## src/sv/wsfr_pkg.sv

```systemverilog
`default_nettype none

package wsfr_pkg;

    // frame kinds
    localparam logic [1:0] KIND_IGNORE  = 2'd0;
    localparam logic [1:0] KIND_MESSAGE = 2'd1;
    localparam logic [1:0] KIND_PONG    = 2'd2;

    // opcodes
    localparam logic [3:0] OP_TEXT   = 4'd1;
    localparam logic [3:0] OP_BINARY = 4'd2;
    localparam logic [3:0] OP_PING   = 4'd9;
    localparam logic [3:0] OP_PONG   = 4'd10;

    localparam logic [6:0] MAX_SMALL_LEN = 7'd125;
    localparam logic [7:0] FIN_BIT       = 8'h80;
    localparam logic [7:0] PONG_HDR_BYTE = FIN_BIT | {4'h0, OP_PONG};

    localparam int QUEUE_DEPTH = 2;

    // one queue entry: one result, or a pong header pair when two is set
    // (first result of a pair is always the fixed pong header byte)
    typedef struct packed {
        logic       dest;
        logic       two;
        logic [7:0] data;
        logic       empty;
        logic       trunc;
        logic       last;
    } res_entry_t;

endpackage

`default_nettype wire

```

## src/sv/websocket_small_frame_receiver.sv

```systemverilog
// websocket small-frame receiver
// input channel: one received byte per transaction (rx_byte, segment_end),
//   handshake in_valid / in_stall; one frame is expected at the start of
//   each segment and segment_end marks the segment's last byte
// output channel: one result per transaction (dest, out_byte, empty_res,
//   truncated, last), handshake out_valid / out_stall; dest 0 is unmasked
//   text/binary payload for the application, dest 1 is a pong frame to send
// cfg_wr_en / cfg_wr_data write link_open; bytes give no results while it is 0
// throughput: one byte per cycle while in_stall is low; a ping length byte
//   yields two results (pong header plus length), sent one after the other
// path: combinational decode writes the two-entry queue, and the output
//   register loads from the queue head
// stall: out_stall holds the output register; the queue absorbs up to two
//   pending results, after that in_stall rises until the back end drains
// reset: link closed, segment position and frame state cleared, queue and
//   output register empty
`default_nettype none

module websocket_small_frame_receiver (
    input  wire logic       clk,
    input  wire logic       rst_n,
    input  wire logic       cfg_wr_en,
    input  wire logic       cfg_wr_data,
    input  wire logic       in_valid,
    output logic            in_stall,
    input  wire logic [7:0] rx_byte,
    input  wire logic       segment_end,
    output logic            out_valid,
    input  wire logic       out_stall,
    output logic            dest,
    output logic [7:0]      out_byte,
    output logic            empty_res,
    output logic            truncated,
    output logic            last
);

    logic                 fire;
    logic                 push;
    wsfr_pkg::res_entry_t push_entry;
    logic                 pop;
    logic                 full;
    logic                 head_valid;
    wsfr_pkg::res_entry_t head_entry;

    // input transaction whenever the queue has room
    assign in_stall = full;
    assign fire     = in_valid && !full;

    // front: byte position, header decode, key capture, unmasking
    wsfr_front u_front (
        .clk         (clk),
        .rst_n       (rst_n),
        .cfg_wr_en   (cfg_wr_en),
        .cfg_wr_data (cfg_wr_data),
        .fire        (fire),
        .rx_byte     (rx_byte),
        .segment_end (segment_end),
        .push        (push),
        .push_entry  (push_entry)
    );

    // decouples decode from output back-pressure
    wsfr_queue u_queue (
        .clk        (clk),
        .rst_n      (rst_n),
        .push       (push),
        .push_entry (push_entry),
        .pop        (pop),
        .full       (full),
        .head_valid (head_valid),
        .head_entry (head_entry)
    );

    // back: expands pong pairs and drives the output register
    wsfr_back u_back (
        .clk        (clk),
        .rst_n      (rst_n),
        .head_valid (head_valid),
        .head_entry (head_entry),
        .pop        (pop),
        .out_stall  (out_stall),
        .out_valid  (out_valid),
        .dest       (dest),
        .out_byte   (out_byte),
        .empty_res  (empty_res),
        .truncated  (truncated),
        .last       (last)
    );

    // a truncated result always closes its message
    a_trunc_last: assert property (@(posedge clk) disable iff (!rst_n)
        out_valid && truncated |-> last)
        else $error("truncated result without last");

endmodule

`default_nettype wire

```

## src/sv/wsfr_front.sv

```systemverilog
`default_nettype none

module wsfr_front (
    input  wire logic                 clk,
    input  wire logic                 rst_n,
    input  wire logic                 cfg_wr_en,
    input  wire logic                 cfg_wr_data,
    input  wire logic                 fire,
    input  wire logic [7:0]           rx_byte,
    input  wire logic                 segment_end,
    output logic                      push,
    output wsfr_pkg::res_entry_t      push_entry
);

    logic       link_open_reg;
    logic [7:0] pos_reg, pos_next;
    logic [1:0] kind_reg, kind_next;
    logic       mask_reg, mask_next;
    logic [6:0] len_reg, len_next;
    logic       done_reg, done_next;
    logic [7:0] key_reg [4];
    logic [7:0] key_next [4];

    logic                 has_res;
    wsfr_pkg::res_entry_t ent;
    logic [7:0]           start;
    logic [7:0]           idx;
    logic                 fin;

    always_comb
    begin
        pos_next  = pos_reg;
        kind_next = kind_reg;
        mask_next = mask_reg;
        len_next  = len_reg;
        done_next = done_reg;
        key_next  = key_reg;
        has_res   = 1'b0;
        ent       = '0;
        start     = mask_reg ? 8'd6 : 8'd2;
        idx       = pos_reg - start;
        fin       = 1'b0;

        if (!link_open_reg)
        begin
            kind_next = wsfr_pkg::KIND_IGNORE;
        end
        else if (!done_reg)
        begin
            if (pos_reg == 8'd0)
            begin
                case (rx_byte[3:0])
                    wsfr_pkg::OP_TEXT, wsfr_pkg::OP_BINARY:
                        kind_next = wsfr_pkg::KIND_MESSAGE;
                    wsfr_pkg::OP_PING:
                        kind_next = wsfr_pkg::KIND_PONG;
                    default:
                        kind_next = wsfr_pkg::KIND_IGNORE;
                endcase
            end
            else if (kind_reg != wsfr_pkg::KIND_IGNORE)
            begin
                if (pos_reg == 8'd1)
                begin
                    mask_next = rx_byte[7];
                    len_next  = rx_byte[6:0];
                    if (rx_byte[6:0] > wsfr_pkg::MAX_SMALL_LEN)
                    begin
                        kind_next = wsfr_pkg::KIND_IGNORE;
                    end
                    else
                    begin
                        if (kind_reg == wsfr_pkg::KIND_PONG)
                        begin
                            has_res  = 1'b1;
                            ent.two  = 1'b1;
                            ent.data = {1'b0, rx_byte[6:0]};
                            ent.last = (rx_byte[6:0] == 7'd0);
                        end
                        else if (rx_byte[6:0] == 7'd0)
                        begin
                            has_res   = 1'b1;
                            ent.empty = 1'b1;
                            ent.last  = 1'b1;
                        end
                        if (rx_byte[6:0] == 7'd0)
                            done_next = 1'b1;
                    end
                end
                else if (mask_reg && pos_reg <= 8'd5)
                begin
                    // key byte index is (pos - 2) mod 4
                    key_next[pos_reg[1:0] ^ 2'b10] = rx_byte;
                end
                else if (pos_reg >= start && idx < {1'b0, len_reg})
                begin
                    fin      = ((idx + 8'd1) == {1'b0, len_reg});
                    has_res  = 1'b1;
                    ent.data = mask_reg ? (rx_byte ^ key_reg[idx[1:0]]) : rx_byte;
                    ent.last = fin;
                    if (fin)
                        done_next = 1'b1;
                end
            end
        end

        // routing follows the frame kind before the segment end clears it
        ent.dest = (kind_next == wsfr_pkg::KIND_PONG) || ent.two;

        // segment end closes any frame still open
        if (segment_end)
        begin
            if (link_open_reg && kind_next != wsfr_pkg::KIND_IGNORE && !done_next)
            begin
                if (!has_res)
                begin
                    has_res   = 1'b1;
                    ent.empty = 1'b1;
                    ent.data  = 8'd0;
                end
                ent.trunc = 1'b1;
                ent.last  = 1'b1;
            end
            pos_next  = 8'd0;
            kind_next = wsfr_pkg::KIND_IGNORE;
            mask_next = 1'b0;
            len_next  = 7'd0;
            done_next = 1'b0;
        end
        else
        begin
            pos_next = (pos_reg == 8'hFF) ? pos_reg : pos_reg + 8'd1;
        end
    end

    assign push       = fire && has_res;
    assign push_entry = ent;

    always_ff @(posedge clk or negedge rst_n)
    begin
        if (!rst_n)
        begin
            link_open_reg <= 1'b0;
            pos_reg       <= 8'd0;
            kind_reg      <= wsfr_pkg::KIND_IGNORE;
            mask_reg      <= 1'b0;
            len_reg       <= 7'd0;
            done_reg      <= 1'b0;
            for (int k = 0; k < 4; k++)
                key_reg[k] <= 8'd0;
        end
        else
        begin
            if (cfg_wr_en)
                link_open_reg <= cfg_wr_data;
            if (fire)
            begin
                pos_reg  <= pos_next;
                kind_reg <= kind_next;
                mask_reg <= mask_next;
                len_reg  <= len_next;
                done_reg <= done_next;
                key_reg  <= key_next;
            end
        end
    end

    // an empty result is always a message end with no data
    a_empty_last: assert property (@(posedge clk) disable iff (!rst_n)
        push && push_entry.empty |-> push_entry.last && push_entry.data == 8'd0)
        else $error("empty result without last");

    // a pong pair only comes from the length byte of a ping
    a_two_pong: assert property (@(posedge clk) disable iff (!rst_n)
        push && push_entry.two |-> pos_reg == 8'd1 && kind_reg == wsfr_pkg::KIND_PONG)
        else $error("pong pair outside length byte");

endmodule

`default_nettype wire

```

## src/sv/wsfr_queue.sv

```systemverilog
`default_nettype none

module wsfr_queue (
    input  wire logic                 clk,
    input  wire logic                 rst_n,
    input  wire logic                 push,
    input  wire wsfr_pkg::res_entry_t push_entry,
    input  wire logic                 pop,
    output logic                      full,
    output logic                      head_valid,
    output wsfr_pkg::res_entry_t      head_entry
);

    localparam int PTR_W = (wsfr_pkg::QUEUE_DEPTH > 1) ? $clog2(wsfr_pkg::QUEUE_DEPTH) : 1;
    localparam int CNT_W = $clog2(wsfr_pkg::QUEUE_DEPTH + 1);
    localparam logic [CNT_W-1:0] DEPTH_C = CNT_W'(wsfr_pkg::QUEUE_DEPTH);
    localparam logic [PTR_W-1:0] LAST_PTR = PTR_W'(wsfr_pkg::QUEUE_DEPTH - 1);

    wsfr_pkg::res_entry_t entries_reg [wsfr_pkg::QUEUE_DEPTH];
    logic [PTR_W-1:0]     wr_ptr_reg, rd_ptr_reg;
    logic [CNT_W-1:0]     count_reg, count_next;

    assign full       = (count_reg == DEPTH_C);
    assign head_valid = (count_reg != '0);
    assign head_entry = entries_reg[rd_ptr_reg];

    always_comb
    begin
        count_next = count_reg;
        if (push && !(pop && head_valid))
            count_next = count_reg + 1'b1;
        else if (!push && pop && head_valid)
            count_next = count_reg - 1'b1;
    end

    always_ff @(posedge clk)
    begin
        if (push)
            entries_reg[wr_ptr_reg] <= push_entry;
    end

    always_ff @(posedge clk or negedge rst_n)
    begin
        if (!rst_n)
        begin
            wr_ptr_reg <= '0;
            rd_ptr_reg <= '0;
            count_reg  <= '0;
        end
        else
        begin
            count_reg <= count_next;
            if (push)
                wr_ptr_reg <= (wr_ptr_reg == LAST_PTR) ? '0 : wr_ptr_reg + 1'b1;
            if (pop && head_valid)
                rd_ptr_reg <= (rd_ptr_reg == LAST_PTR) ? '0 : rd_ptr_reg + 1'b1;
        end
    end

    a_no_overflow: assert property (@(posedge clk) disable iff (!rst_n)
        push |-> !full || pop)
        else $error("queue overflow");

    a_count_range: assert property (@(posedge clk) disable iff (!rst_n)
        count_reg <= DEPTH_C)
        else $error("queue count out of range");

endmodule

`default_nettype wire

```

## src/sv/wsfr_back.sv

```systemverilog
`default_nettype none

module wsfr_back (
    input  wire logic                 clk,
    input  wire logic                 rst_n,
    input  wire logic                 head_valid,
    input  wire wsfr_pkg::res_entry_t head_entry,
    output logic                      pop,
    input  wire logic                 out_stall,
    output logic                      out_valid,
    output logic                      dest,
    output logic [7:0]                out_byte,
    output logic                      empty_res,
    output logic                      truncated,
    output logic                      last
);

    logic       valid_reg;
    logic       phase_reg;
    logic       dest_reg;
    logic [7:0] byte_reg;
    logic       empty_reg;
    logic       trunc_reg;
    logic       last_reg;
    logic       load;
    logic       hdr;

    assign load = head_valid && (!valid_reg || !out_stall);
    // first half of a pong pair goes out as the fixed header byte
    assign hdr  = head_entry.two && !phase_reg;
    assign pop  = load && !hdr;

    always_ff @(posedge clk or negedge rst_n)
    begin
        if (!rst_n)
        begin
            valid_reg <= 1'b0;
            phase_reg <= 1'b0;
        end
        else
        begin
            if (load)
            begin
                valid_reg <= 1'b1;
                phase_reg <= hdr;
            end
            else if (!out_stall)
            begin
                valid_reg <= 1'b0;
            end
        end
    end

    always_ff @(posedge clk)
    begin
        if (load)
        begin
            dest_reg  <= head_entry.dest;
            byte_reg  <= hdr ? wsfr_pkg::PONG_HDR_BYTE : head_entry.data;
            empty_reg <= hdr ? 1'b0 : head_entry.empty;
            trunc_reg <= hdr ? 1'b0 : head_entry.trunc;
            last_reg  <= hdr ? 1'b0 : head_entry.last;
        end
    end

    assign out_valid = valid_reg;
    assign dest      = dest_reg;
    assign out_byte  = byte_reg;
    assign empty_res = empty_reg;
    assign truncated = trunc_reg;
    assign last      = last_reg;

    // while the pair is half sent the header byte sits in the output register
    a_phase_hdr: assert property (@(posedge clk) disable iff (!rst_n)
        phase_reg |-> valid_reg && byte_reg == wsfr_pkg::PONG_HDR_BYTE && dest_reg)
        else $error("pong header not held");

endmodule

`default_nettype wire
```

## config.mk

```make
export PLATFORM = sky130hd
export DESIGN_NAME = websocket_small_frame_receiver
export DESIGN_NICKNAME = d
export VERILOG_FILES = /design/src/sv/wsfr_pkg.sv /design/src/sv/websocket_small_frame_receiver.sv /design/src/sv/wsfr_front.sv /design/src/sv/wsfr_queue.sv /design/src/sv/wsfr_back.sv
export SDC_FILE = /design/constraint.sdc
export NUM_CORES = 1
export LEC_CHECK = 0
export ABC_AREA = 0
export BUFFER_PORTS_ARGS = -buffer_cell sky130_fd_sc_hd__buf_2
export CORE_MARGIN = 1
export CORE_UTILIZATION = 61
export DETAILED_ROUTE_END_ITERATION = 8
export PLACE_DENSITY_LB_ADDON = 0.12
export SLEW_MARGIN = 40
export SYNTH_ARGS = -nofsm -noshare
export SYNTH_HDL_FRONTEND = slang
export SYNTH_HIERARCHICAL = 1
export SYNTH_SLANG_ARGS = --single-unit
```

## constraint.sdc

```tcl
create_clock -name clk -period 6.7 [get_ports clk]
set_clock_uncertainty 0.15 [all_clocks]
set_input_delay 1.34 -clock clk [delete_from_list [all_inputs] [get_ports clk]]
set_output_delay 1.34 -clock clk [all_outputs]
set_load 0.005 [all_outputs]
```

Word level (Yosys, flattened, before mapping)
Memories as Yosys holds them, arrays and structs flattened.
Index checks and enable logic that the tools add are counted.
Storage, ports and cells
  bits in registers: 70
  input bits: 15
  bits in writable memories: 26
  output and inout port bits: 14
  memories kept: 1
Memories
  u_queue.entries_reg: depth 2, bits a word 13, read ports 1, clocked after memory_dff 0, wr ports 1, RTL line wsfr_queue.sv:19  | wsfr_pkg::res_entry_t entries_reg [wsfr_pkg::QUEUE_DEPTH];
Operators by class
  $lt $le $gt $ge: 7
  muxes and demuxes: 84
  add/subtract/negate cells: 7
  bitwise gates (word level): 7
  reduce and logical (&&, ||, !) cells: 37
  eq/ne operators: 13
Operators by type and width (number)
  8-bit two-way mux: 9
  10-bit two-way mux: 5
  1-bit two-way mux: 46
  7-bit two-way mux: 6
  32-bit bitwise mux: 1
  11-bit two-way mux: 2
  2-bit two-way mux: 9
  9-bit two-way mux: 2
  8-bit by 1-bit adder with 8-bit output, second input constant: 2
  8-bit binary-select mux with 2-bit select: 1
  8-bit demux with 2-bit select: 1
  1-bit logical AND: 14
  2-bit nonzero test: 7
  8-bit by 1-bit == test with 1-bit output, second input constant: 1
  8-bit by 7-bit == test with 1-bit output: 1
  8-bit == test, second input constant: 1
  8-bit greater-or-equal comparator: 1
  8-bit by 3-bit less-or-equal comparator with 1-bit output, second input constant: 1
  1-bit logical NOT: 8
  8-bit logical NOT: 1
  8-bit by 7-bit less-than comparator with 1-bit output: 1
  8-bit subtractor: 1
  8-bit bitwise XOR: 1
  7-bit greater-than comparator, second input constant: 1
  21 further kinds: 32

Depth between registers and ports, before layout
Gate-level depths: netlist of run 1.
  depth in word-level cells: 22
  gate-level depth with buffers: 18
  depth with buffers taken out: 16

Modules after synthesis
The synthesis of run 1 kept the hierarchy.
Modules (own cells, without submodules)
  wsfr_front: seq. area each 1301.2 µm², area an instance 3573.4 µm², times used 1, cells an instance 371
  wsfr_queue: seq. area each 880.8 µm², area an instance 1139.8 µm², times used 1, cells an instance 59
  wsfr_back: seq. area each 410.4 µm², area an instance 555.5 µm², times used 1, cells an instance 32
  websocket_small_frame_receiver: seq. area each 0.0 µm², area an instance 13.8 µm², times used 1, cells an instance 1

Worst setup path after synthesis of run 1
No wires, ideal clock.
  path kind: register -> register
  start: register u_front.pos_reg[1]
  end: memory u_queue/entries_reg[0][0] (netlist bit) (enable)
  library setup time: 384 ps
  data required time: 6166 ps
  period minus slack after synthesis: 4712 ps
  stages on the path, launching flop included: 16
  slack: 1988 ps
  arrival time: 4178 ps
  path through: dfrtp_1 -> clkbuf_1 -> inv_1 -> fa_1 -> nor3b_1 -> xnor2_1 -> inv_1 -> ha_1 -> a21o_1 -> a31o_2 -> a211o_1 -> nor2_1 -> nor2_1 -> nor2_1 -> o21a_1 -> nor2b_1
Between the ends
  cells in the longest elaborated chain, start to end: 18
  elaborated cells on any way between the ends: 39
RTL lines
  start, declared: RTL line wsfr_front.sv:16  | logic [7:0] pos_reg, pos_next;
  start signal, assigned: RTL line wsfr_front.sv:158  | pos_reg <= pos_next;
  8-bit subtractor: RTL line wsfr_front.sv:41  | idx = pos_reg - start;
  8-bit by 1-bit adder with 8-bit output: RTL line wsfr_front.sv:97  | fin = ((idx + 8'd1) == {1'b0, len_reg});
  8-bit by 7-bit == test with 1-bit output: RTL line wsfr_front.sv:97
  1-bit two-way mux: RTL line wsfr_front.sv:101  | if (fin)
  1-bit two-way mux: RTL line wsfr_front.sv:95  | else if (pos_reg >= start && idx < {1'b0, len_reg})
  1-bit two-way mux: RTL line wsfr_front.sv:90  | else if (mask_reg && pos_reg <= 8'd5)
  1-bit two-way mux: RTL line wsfr_front.sv:63  | if (pos_reg == 8'd1)
  1-bit two-way mux: RTL line wsfr_front.sv:61  | else if (kind_reg != wsfr_pkg::KIND_IGNORE)
  [... 3 more ...]
  1-bit logical NOT: RTL line wsfr_front.sv:113  | if (link_open_reg && kind_next != wsfr_pkg::KIND_IGNORE && !done_next)
  1-bit logical AND: RTL line wsfr_front.sv:113
  1-bit two-way mux: RTL line wsfr_front.sv:113
  1-bit two-way mux *: RTL line wsfr_front.sv:111  | if (segment_end)
  1-bit logical AND *: RTL line wsfr_front.sv:136  | assign push = fire && has_res;
  via push: RTL line websocket_small_frame_receiver.sv:38  | logic push;
  1-bit two-way mux *: RTL line wsfr_queue.sv:38  | if (push)
  1-bit two-way mux (not written as such) *: RTL line wsfr_queue.sv:39  | entries_reg[wr_ptr_reg] <= push_entry;
  end, declared: RTL line wsfr_queue.sv:19
Mark *: on every way through the listed nets, which the timed path passes. The rest lies on a longest branch.

Worst setup path after layout of run 1
  start: register u_front.pos_reg[1]
  end: memory u_queue/entries_reg[0][11] (netlist bit) (enable)
Same word-level chain as after synthesis.

==> qor.txt, run 1 <==
Outcome = complete, no violations
Post-synthesis cell count = 463
EDFF count, synth = 38
Diodes inserted = 0
Buffers on Ports = 28
DRT iter0 DRCs = 238
ANT nets after route = 0
Ratio of cells with drive above 1 in the final layout = 0.190
Synth area leaders = dfrtp_1, edfxtp_1, mux2_1
Clk sinks = 96
Insertion delay to the later sink of the worst-skew pair = 0.37 ns
Die area = 9040 um2
Pwr Total = 1.48 mW
Core Region = 8300 um2
Die Width = 95.1 um
Layout area overhead = 7.34%
Reg clk slew, reported paths = 0.09 ns
Vias per cell = 6.31
Min Clock Period, post-route = 5.07 ns
Starting Density = 0.637
Slowest CP cell = dfrtp_1
Sequential-to-total area share from yosys stat = 0.491
Pwr Density = 261 nW/um2
CTS Hold Bufs = 0
Post-synth net total = 492
Syn Area/Cell = 11.4 um2
Post-CTS Setup Bufs = 0
Hold_sp = u_front/key_reg[27]$_DFFE_PN0P_
Critical path's largest stage delay = 0.69 ns
Crit path launch = u_front/pos_reg[1]$_DFFE_PN0P_
Crit path required time = 6.55 ns
# DRC = 0
Critical path cell sequence = inv_1 -> fa_1 -> nor3b_1 -> xnor2_1 -> inv_1 -> ha_1 -> a21o_1 -> a31o_2 -> a211o_1 -> nor2_1 -> nor2_1 -> nor2_1 -> o21a_1 -> nor2b_2
Most used cell, CP = nor2_1
Vias in the first global route = 3670
Die height = 95.1 um
Post-synth top area cell = dfrtp_1
TritonRoute pass-1 iters = 5
Number of flip-flops under the largest register name = 32
CTS tree = built
Vias = 3718
GP Congestion = 0.909
Crit. End Element = flip-flop
CTS buffer count = 9
Max Slew Vio Count = 0
Tcrit/Tclk final = 0.757
Reg2reg start = u_front/pos_reg[1]$_DFFE_PN0P_
RSZ-0062 raised after global routing = no
PostCTS Resize Cnt = 0
Finished Layout Cells = 589
Min Hold Slack = 0.345 ns
HPWL after detailed placement = 8.22 mm
Ys flop type = dfrtp_1
Worst IR Drop VDD = 0.000159 V
GRT overflow = 0
Clk buf depth = 2
Highest clock rate = 197 MHz
Root buffer cell = clkbuf_8
Largest net degree at the start of global routing = 59
Max Cap Viol = 0
Area fraction of the dominant cell type after synthesis = 0.275
Synth Register Bits = 96
Total wire length = 11.5 mm
Initial antenna violation count = 0
Worst EP arrival = 4.92 ns
Post-synth cell types = 67
Crit Path Class = reg -> reg
H-tree Lvls = 3
Asr flop ratio synth = 0.604
Place WS = 1.67 ns
Final Hold Fails = 0
Tot GR Track Use = 0.279
Boundary Pins = 29
Setup TNS = 0 ns
Nets = 508
Final setup vio count = 0
Filler cell count = 612
Max-slew headroom = 0.503
WL per Instance = 19.5 um
CP Max Fanout = 14
FP Rows = 33
Final WS setup = 1.63 ns
Syn. warnings = 6
Hold/Removal Path Class = reg -> reg
Post-Place Cells = 572
CP Launch Type = flip-flop
Leak pwr = 2.39 nW
Mapped cell area = 5280 um2
First-pass GRT wire length = 18.7 mm
Slew at the pin closest to its max-slew limit = 0.741 ns
layout make-up:
| cell class | instances | area [um2] | area share |
|---|---|---|---|
| flip-flops and latches | 96 | 2590 | 0.457 |
| multi-input cells | 320 | 2500 | 0.440 |
| repair buffers | 30 | 168 | 0.0296 |
| clock buffers | 10 | 138 | 0.0243 |
| clock inverters | 6 | 62.6 | 0.0110 |
| inverters | 22 | 82.6 | 0.0146 |
| well taps | 105 | 131 | 0.0232 |
through the flow:
| stage | instance area [um2] | util |
|---|---|---|
| final | 5670 | 0.683 |
| after global routing | 5670 | 0.683 |
| after CTS | 5650 | 0.681 |
| after detailed placement | 5450 | 0.657 |
| after global placement | 5450 | 0.656 |
| after floorplan | 5280 | - |
cell usage after synthesis, drive strengths merged (8+ instances only):
library cell / count
nor3: 14
o21ai: 12
dfrtp: 58
o22ai: 9
a21oi: 24
nand2: 30
clkbuf: 18
and2: 12
nand3: 11
nand2b: 12
mux2: 46
edfxtp: 38
inv: 22
xnor2: 10
a21o: 11
ha: 13
mux4: 8
nor2: 23
power by group:
group / switching (mW) / leakage, nW / internal [mW]
logic: 0.197 / 1.14 / 0.180
registers: 0.0545 / 1.15 / 0.675
clock network: 0.217 / 0.102 / 0.155
cells by family after synthesis:
group | count (synthesis) | share of synthesized area
buffers and inverters | 47 | 0.0372
flip-flops | 96 | 0.491
AND/OR/NAND/NOR | 135 | 0.141
adder cells (fa/ha/maj) | 14 | 0.0346
multiplexers | 56 | 0.136
AO/OA/AOI/OAI | 99 | 0.131
XOR/XNOR | 16 | 0.0291
worst paths after layout:
| path | to | cells past startpoint | slack [ns] |
|---|---|---|---|
| worst max-delay path | u_queue/entries_reg[0][11]$_DFFE_PP_ | 14 | 1.63 |
| worst min-delay path | u_front/key_reg[27]$_DFFE_PN0P_ | 1 | 0.34 |
| worst max register to register | u_queue/entries_reg[0][11]$_DFFE_PP_ | 14 | 1.63 |
| max in group asynchronous | u_back/phase_reg$_DFFE_PN0P_ | 3 | 5.16 |
| min in group asynchronous | u_front/pos_reg[4]$_DFFE_PN0P_ | 2 | 0.74 |
| worst min register to register | u_front/key_reg[27]$_DFFE_PN0P_ | 1 | 0.34 |
cells in the final DEF (no fill, tap or decap), types with 3 or more instances in the layout:
cell type | Yosys | routed
xor2_1 | 5 | 5
mux2_2 | 14 | 14
nor4_1 | 4 | 4
a22o_1 | 3 | 3
and2_4 | 5 | 5
o21ai_0 | 12 | 12
edfxtp_1 | 38 | 38
or4_1 | 3 | 3
nor3_1 | 14 | 14
a22oi_1 | 7 | 7
xnor2_1 | 10 | 10
inv_1 | 21 | 21
a21oi_1 | 23 | 23
clkbuf_8 | 0 | 10
nand2b_1 | 11 | 11
mux4_2 | 8 | 8
nand2_1 | 30 | 30
o211ai_1 | 3 | 3
nor2_1 | 23 | 23
and3_1 | 4 | 4
nor3b_1 | 3 | 3
dfrtp_1 | 58 | 58
and2_1 | 7 | 7
a31o_2 | 4 | 4
a211o_1 | 4 | 4
ha_1 | 13 | 13
mux2_1 | 32 | 32
nand3_1 | 11 | 11
o22ai_1 | 9 | 9
a211oi_1 | 3 | 3
nor2b_1 | 5 | 4
buf_2 | 4 | 28
a21o_1 | 11 | 11
routing by layer:
metal,GRT usage,wire length (um),up-vias
li1,-,-,1735
met1,0.368,5020,1815
met2,0.455,5540,138
met3,0.0494,606,30
met4,0.117,344,0
met5,0,0,-
worst max-delay path, delay by kind of cell (launching register included):
kind | cells | cell delay (ns)
AO/OA/AOI/OAI | 4 | 0.97
XOR/XNOR | 1 | 0.28
buffers and inverters | 2 | 0.41
adder cells (fa/ha/maj) | 2 | 0.77
flip-flops | 1 | 0.69
AND/OR/NAND/NOR | 5 | 1.44
(Power assumes the default switching activity.)
==> run 2: changes to the inputs <==
--- a/config.mk
+++ b/config.mk
@@ -8,7 +8,7 @@
 export ABC_AREA = 0
 export BUFFER_PORTS_ARGS = -buffer_cell sky130_fd_sc_hd__buf_2
 export CORE_MARGIN = 1
-export CORE_UTILIZATION = 61
+export CORE_UTILIZATION = 55
 export DETAILED_ROUTE_END_ITERATION = 8
 export PLACE_DENSITY_LB_ADDON = 0.12
 export SLEW_MARGIN = 40
==> constraint.sdc (replaced) <==
create_clock -name clk -period 4.4 [get_ports clk]
set_clock_uncertainty 0.15 [all_clocks]
set_input_delay 0.88 -clock clk [delete_from_list [all_inputs] [get_ports clk]]
set_output_delay 0.88 -clock clk [all_outputs]
set_load 0.005 [all_outputs]
==> run 2 against run 1 <==
Compared with the run above: total power increased by 54%; non-clock buffer count is 9 higher; hold slack got worse by 0.038 ns; routed wire length shrank 1.4%; setup slack worse by 1.4 ns; critical path depth shrank 1; die area up 11%; via count down 0.67%; cell area increased by 1.9%; sequential share of layout area fell by 0.81 points; first-iteration DRC count fell by 10%; global-route usage decreased by 3.1 points; largest cell class unchanged.
==> qor.txt, run 2 (synthesized netlist as in run 1, its figures left out) <==
Outcome = complete, no violations
DRT iter0 DRCs = 214
Starting Density = 0.569
Max Cap Viol = 0
CTS tree = built
Die height = 100 um
Hold/Removal Path Class = in -> async
Largest net degree at the start of global routing = 37
GP Congestion = 0.920
ANT nets after route = 0
Reg2reg path depth = 13
Vias = 3693
Vias in the first global route = 3704
Setup TNS = 0 ns
Pwr Total = 2.28 mW
Die Width = 100 um
R2R Path End = u_queue/entries_reg[1][12]$_DFFE_PP_
Pwr Density = 395 nW/um2
Crit path required time = 4.37 ns
Nets = 517
Max-slew headroom = 0.519
CTS Hold Bufs = 0
Boundary Pins = 29
Clk buf depth = 2
CP Launch Type = flip-flop
RSZ-0062 raised after global routing = no
Reg clk slew, reported paths = 0.10 ns
TritonRoute pass-1 iters = 5
Final setup vio count = 0
Worst IR Drop VDD = 0.000175 V
Core Region = 9280 um2
GRT overflow = 0
Commonest non-fill, non-tap cell in the layout = dfrtp_1
Flop-to-flop setup slack = 0.24 ns
Tot GR Track Use = 0.248
Crit Path Class = reg -> reg
H-tree Lvls = 3
Crit. End Element = flip-flop
Max Slew Vio Count = 0
Initial antenna violation count = 0
Die area = 10000 um2
# DRC = 0
Layout area overhead = 9.33%
Min Clock Period, post-route = 4.16 ns
Ratio of cells with drive above 1 in the final layout = 0.213
Final Hold Fails = 0
Worst EP arrival = 4.12 ns
Commonest non-fill, non-tap cells in the layout = dfrtp_1, edfxtp_1, mux2_1, nand2_1, buf_2
First-pass GRT wire length = 18.9 mm
CTS buffer count = 9
FP Rows = 35
Clk sinks = 96
Highest clock rate = 241 MHz
Buffers on Ports = 28
CP Max Fanout = 13
Diodes inserted = 0
Total wire length = 11.3 mm
Vias per cell = 5.94
Slew at the pin closest to its max-slew limit = 0.718 ns
Root buffer cell = clkbuf_8
Leak pwr = 2.44 nW
HPWL after detailed placement = 8.18 mm
Tcrit/Tclk final = 0.944
WL per Instance = 18.2 um
Insertion delay to the later sink of the worst-skew pair = 0.37 ns
Reg2reg start = u_front/pos_reg[2]$_DFFE_PN0P_
Number of flip-flops under the largest register name = 32
==> run 2: cell types whose count changed in the layout (fill, tap and decap cells not counted), sizes merged <==
cell	delta
clkinvlp	+1
clkinv	-3
clkbuf	+1
buf	+9
inv	+1
==> run 2: worst max path at each step <==
stage / endpoint / start / slack, ns
6_report: u_queue/entries_reg[1][12]$_DFFE_PP_ / u_front/pos_reg[2]$_DFFE_PN0P_ / 0.24
5_1_grt: u_queue/count_reg[1]$_DFFE_PN0P_ / u_front/mask_reg$_DFFE_PN0P_ / 0.009
4_1_cts: u_queue/entries_reg[1][12]$_DFFE_PP_ / u_front/pos_reg[2]$_DFFE_PN0P_ / 0.09
3_5_place_dp: u_queue/entries_reg[1][8]$_DFFE_PP_ / u_front/pos_reg[2]$_DFFE_PN0P_ / 0.14
3_3_place_gp: u_queue/entries_reg[1][7]$_DFFE_PP_ / u_front/pos_reg[2]$_DFFE_PN0P_ / 0.24
2_1_floorplan: u_queue/entries_reg[1][0]$_DFFE_PP_ / u_front/pos_reg[1]$_DFFE_PN0P_ / 0.05
==> run 2: power by group <==
group	switching (mW)	internal, mW	total, mW
Combinational	0.308	0.290	0.598
Sequential	0.0699	1.03	1.10
Clock	0.329	0.255	0.584
Total	0.707	1.57	2.28
==> run 2: area by class of cell <==
class / instances / area, um2
inverter: 22 / 82.6
sequential: 96 / 2590
timing repair buffer: 39 / 225
multi-input combinational: 320 / 2510
tap: 129 / 161
clock buffer: 11 / 156
clock inverter: 5 / 42.5
fill: 750 / 3510
==> run 2: metal layers <==
layer,GRT usage,up-vias,part of all wire
met2,0.422,106,0.50
met4,0.0847,0,0.016
li1,-,1757,-
met3,0.0411,17,0.044
met5,0,-,0
met1,0.326,1813,0.44
==> run 2: metrics by stage <==
stage          instances  utilization  hold slack [ns]  worst slack, ns  cell area [um2]
6_report             622        0.622            0.307            0.245             5780
5_1_grt              622        0.622            0.334          0.00916             5780
4_1_cts              621        0.620            0.321           0.0922             5760
3_5_place_dp         605        0.599            0.329            0.136             5560
3_3_place_gp         605        0.598            0.318            0.236             5550
2_1_floorplan        463            -            0.309           0.0515             5290
==> run 2: critical path: stages (launching register included) <==
cell and delay, ns:
dfrtp_2 0.48, ha_1 0.34, a211o_1 0.30, or4_1 0.46, nand2_1 0.13, ha_1 0.25, a21o_1 0.16, a31o_2 0.20
a211o_1 0.28, or2_2 0.38, a21oi_2 0.17, o31ai_2 0.10, o21a_1 0.27, and2_4 0.23
==> run 2: repair_timing <==
item	CTS	global route
setup buffers	0	1
gates resized for setup	0	4
setup endpoints to repair	0	27
endpoints found under the hold margin	0	0
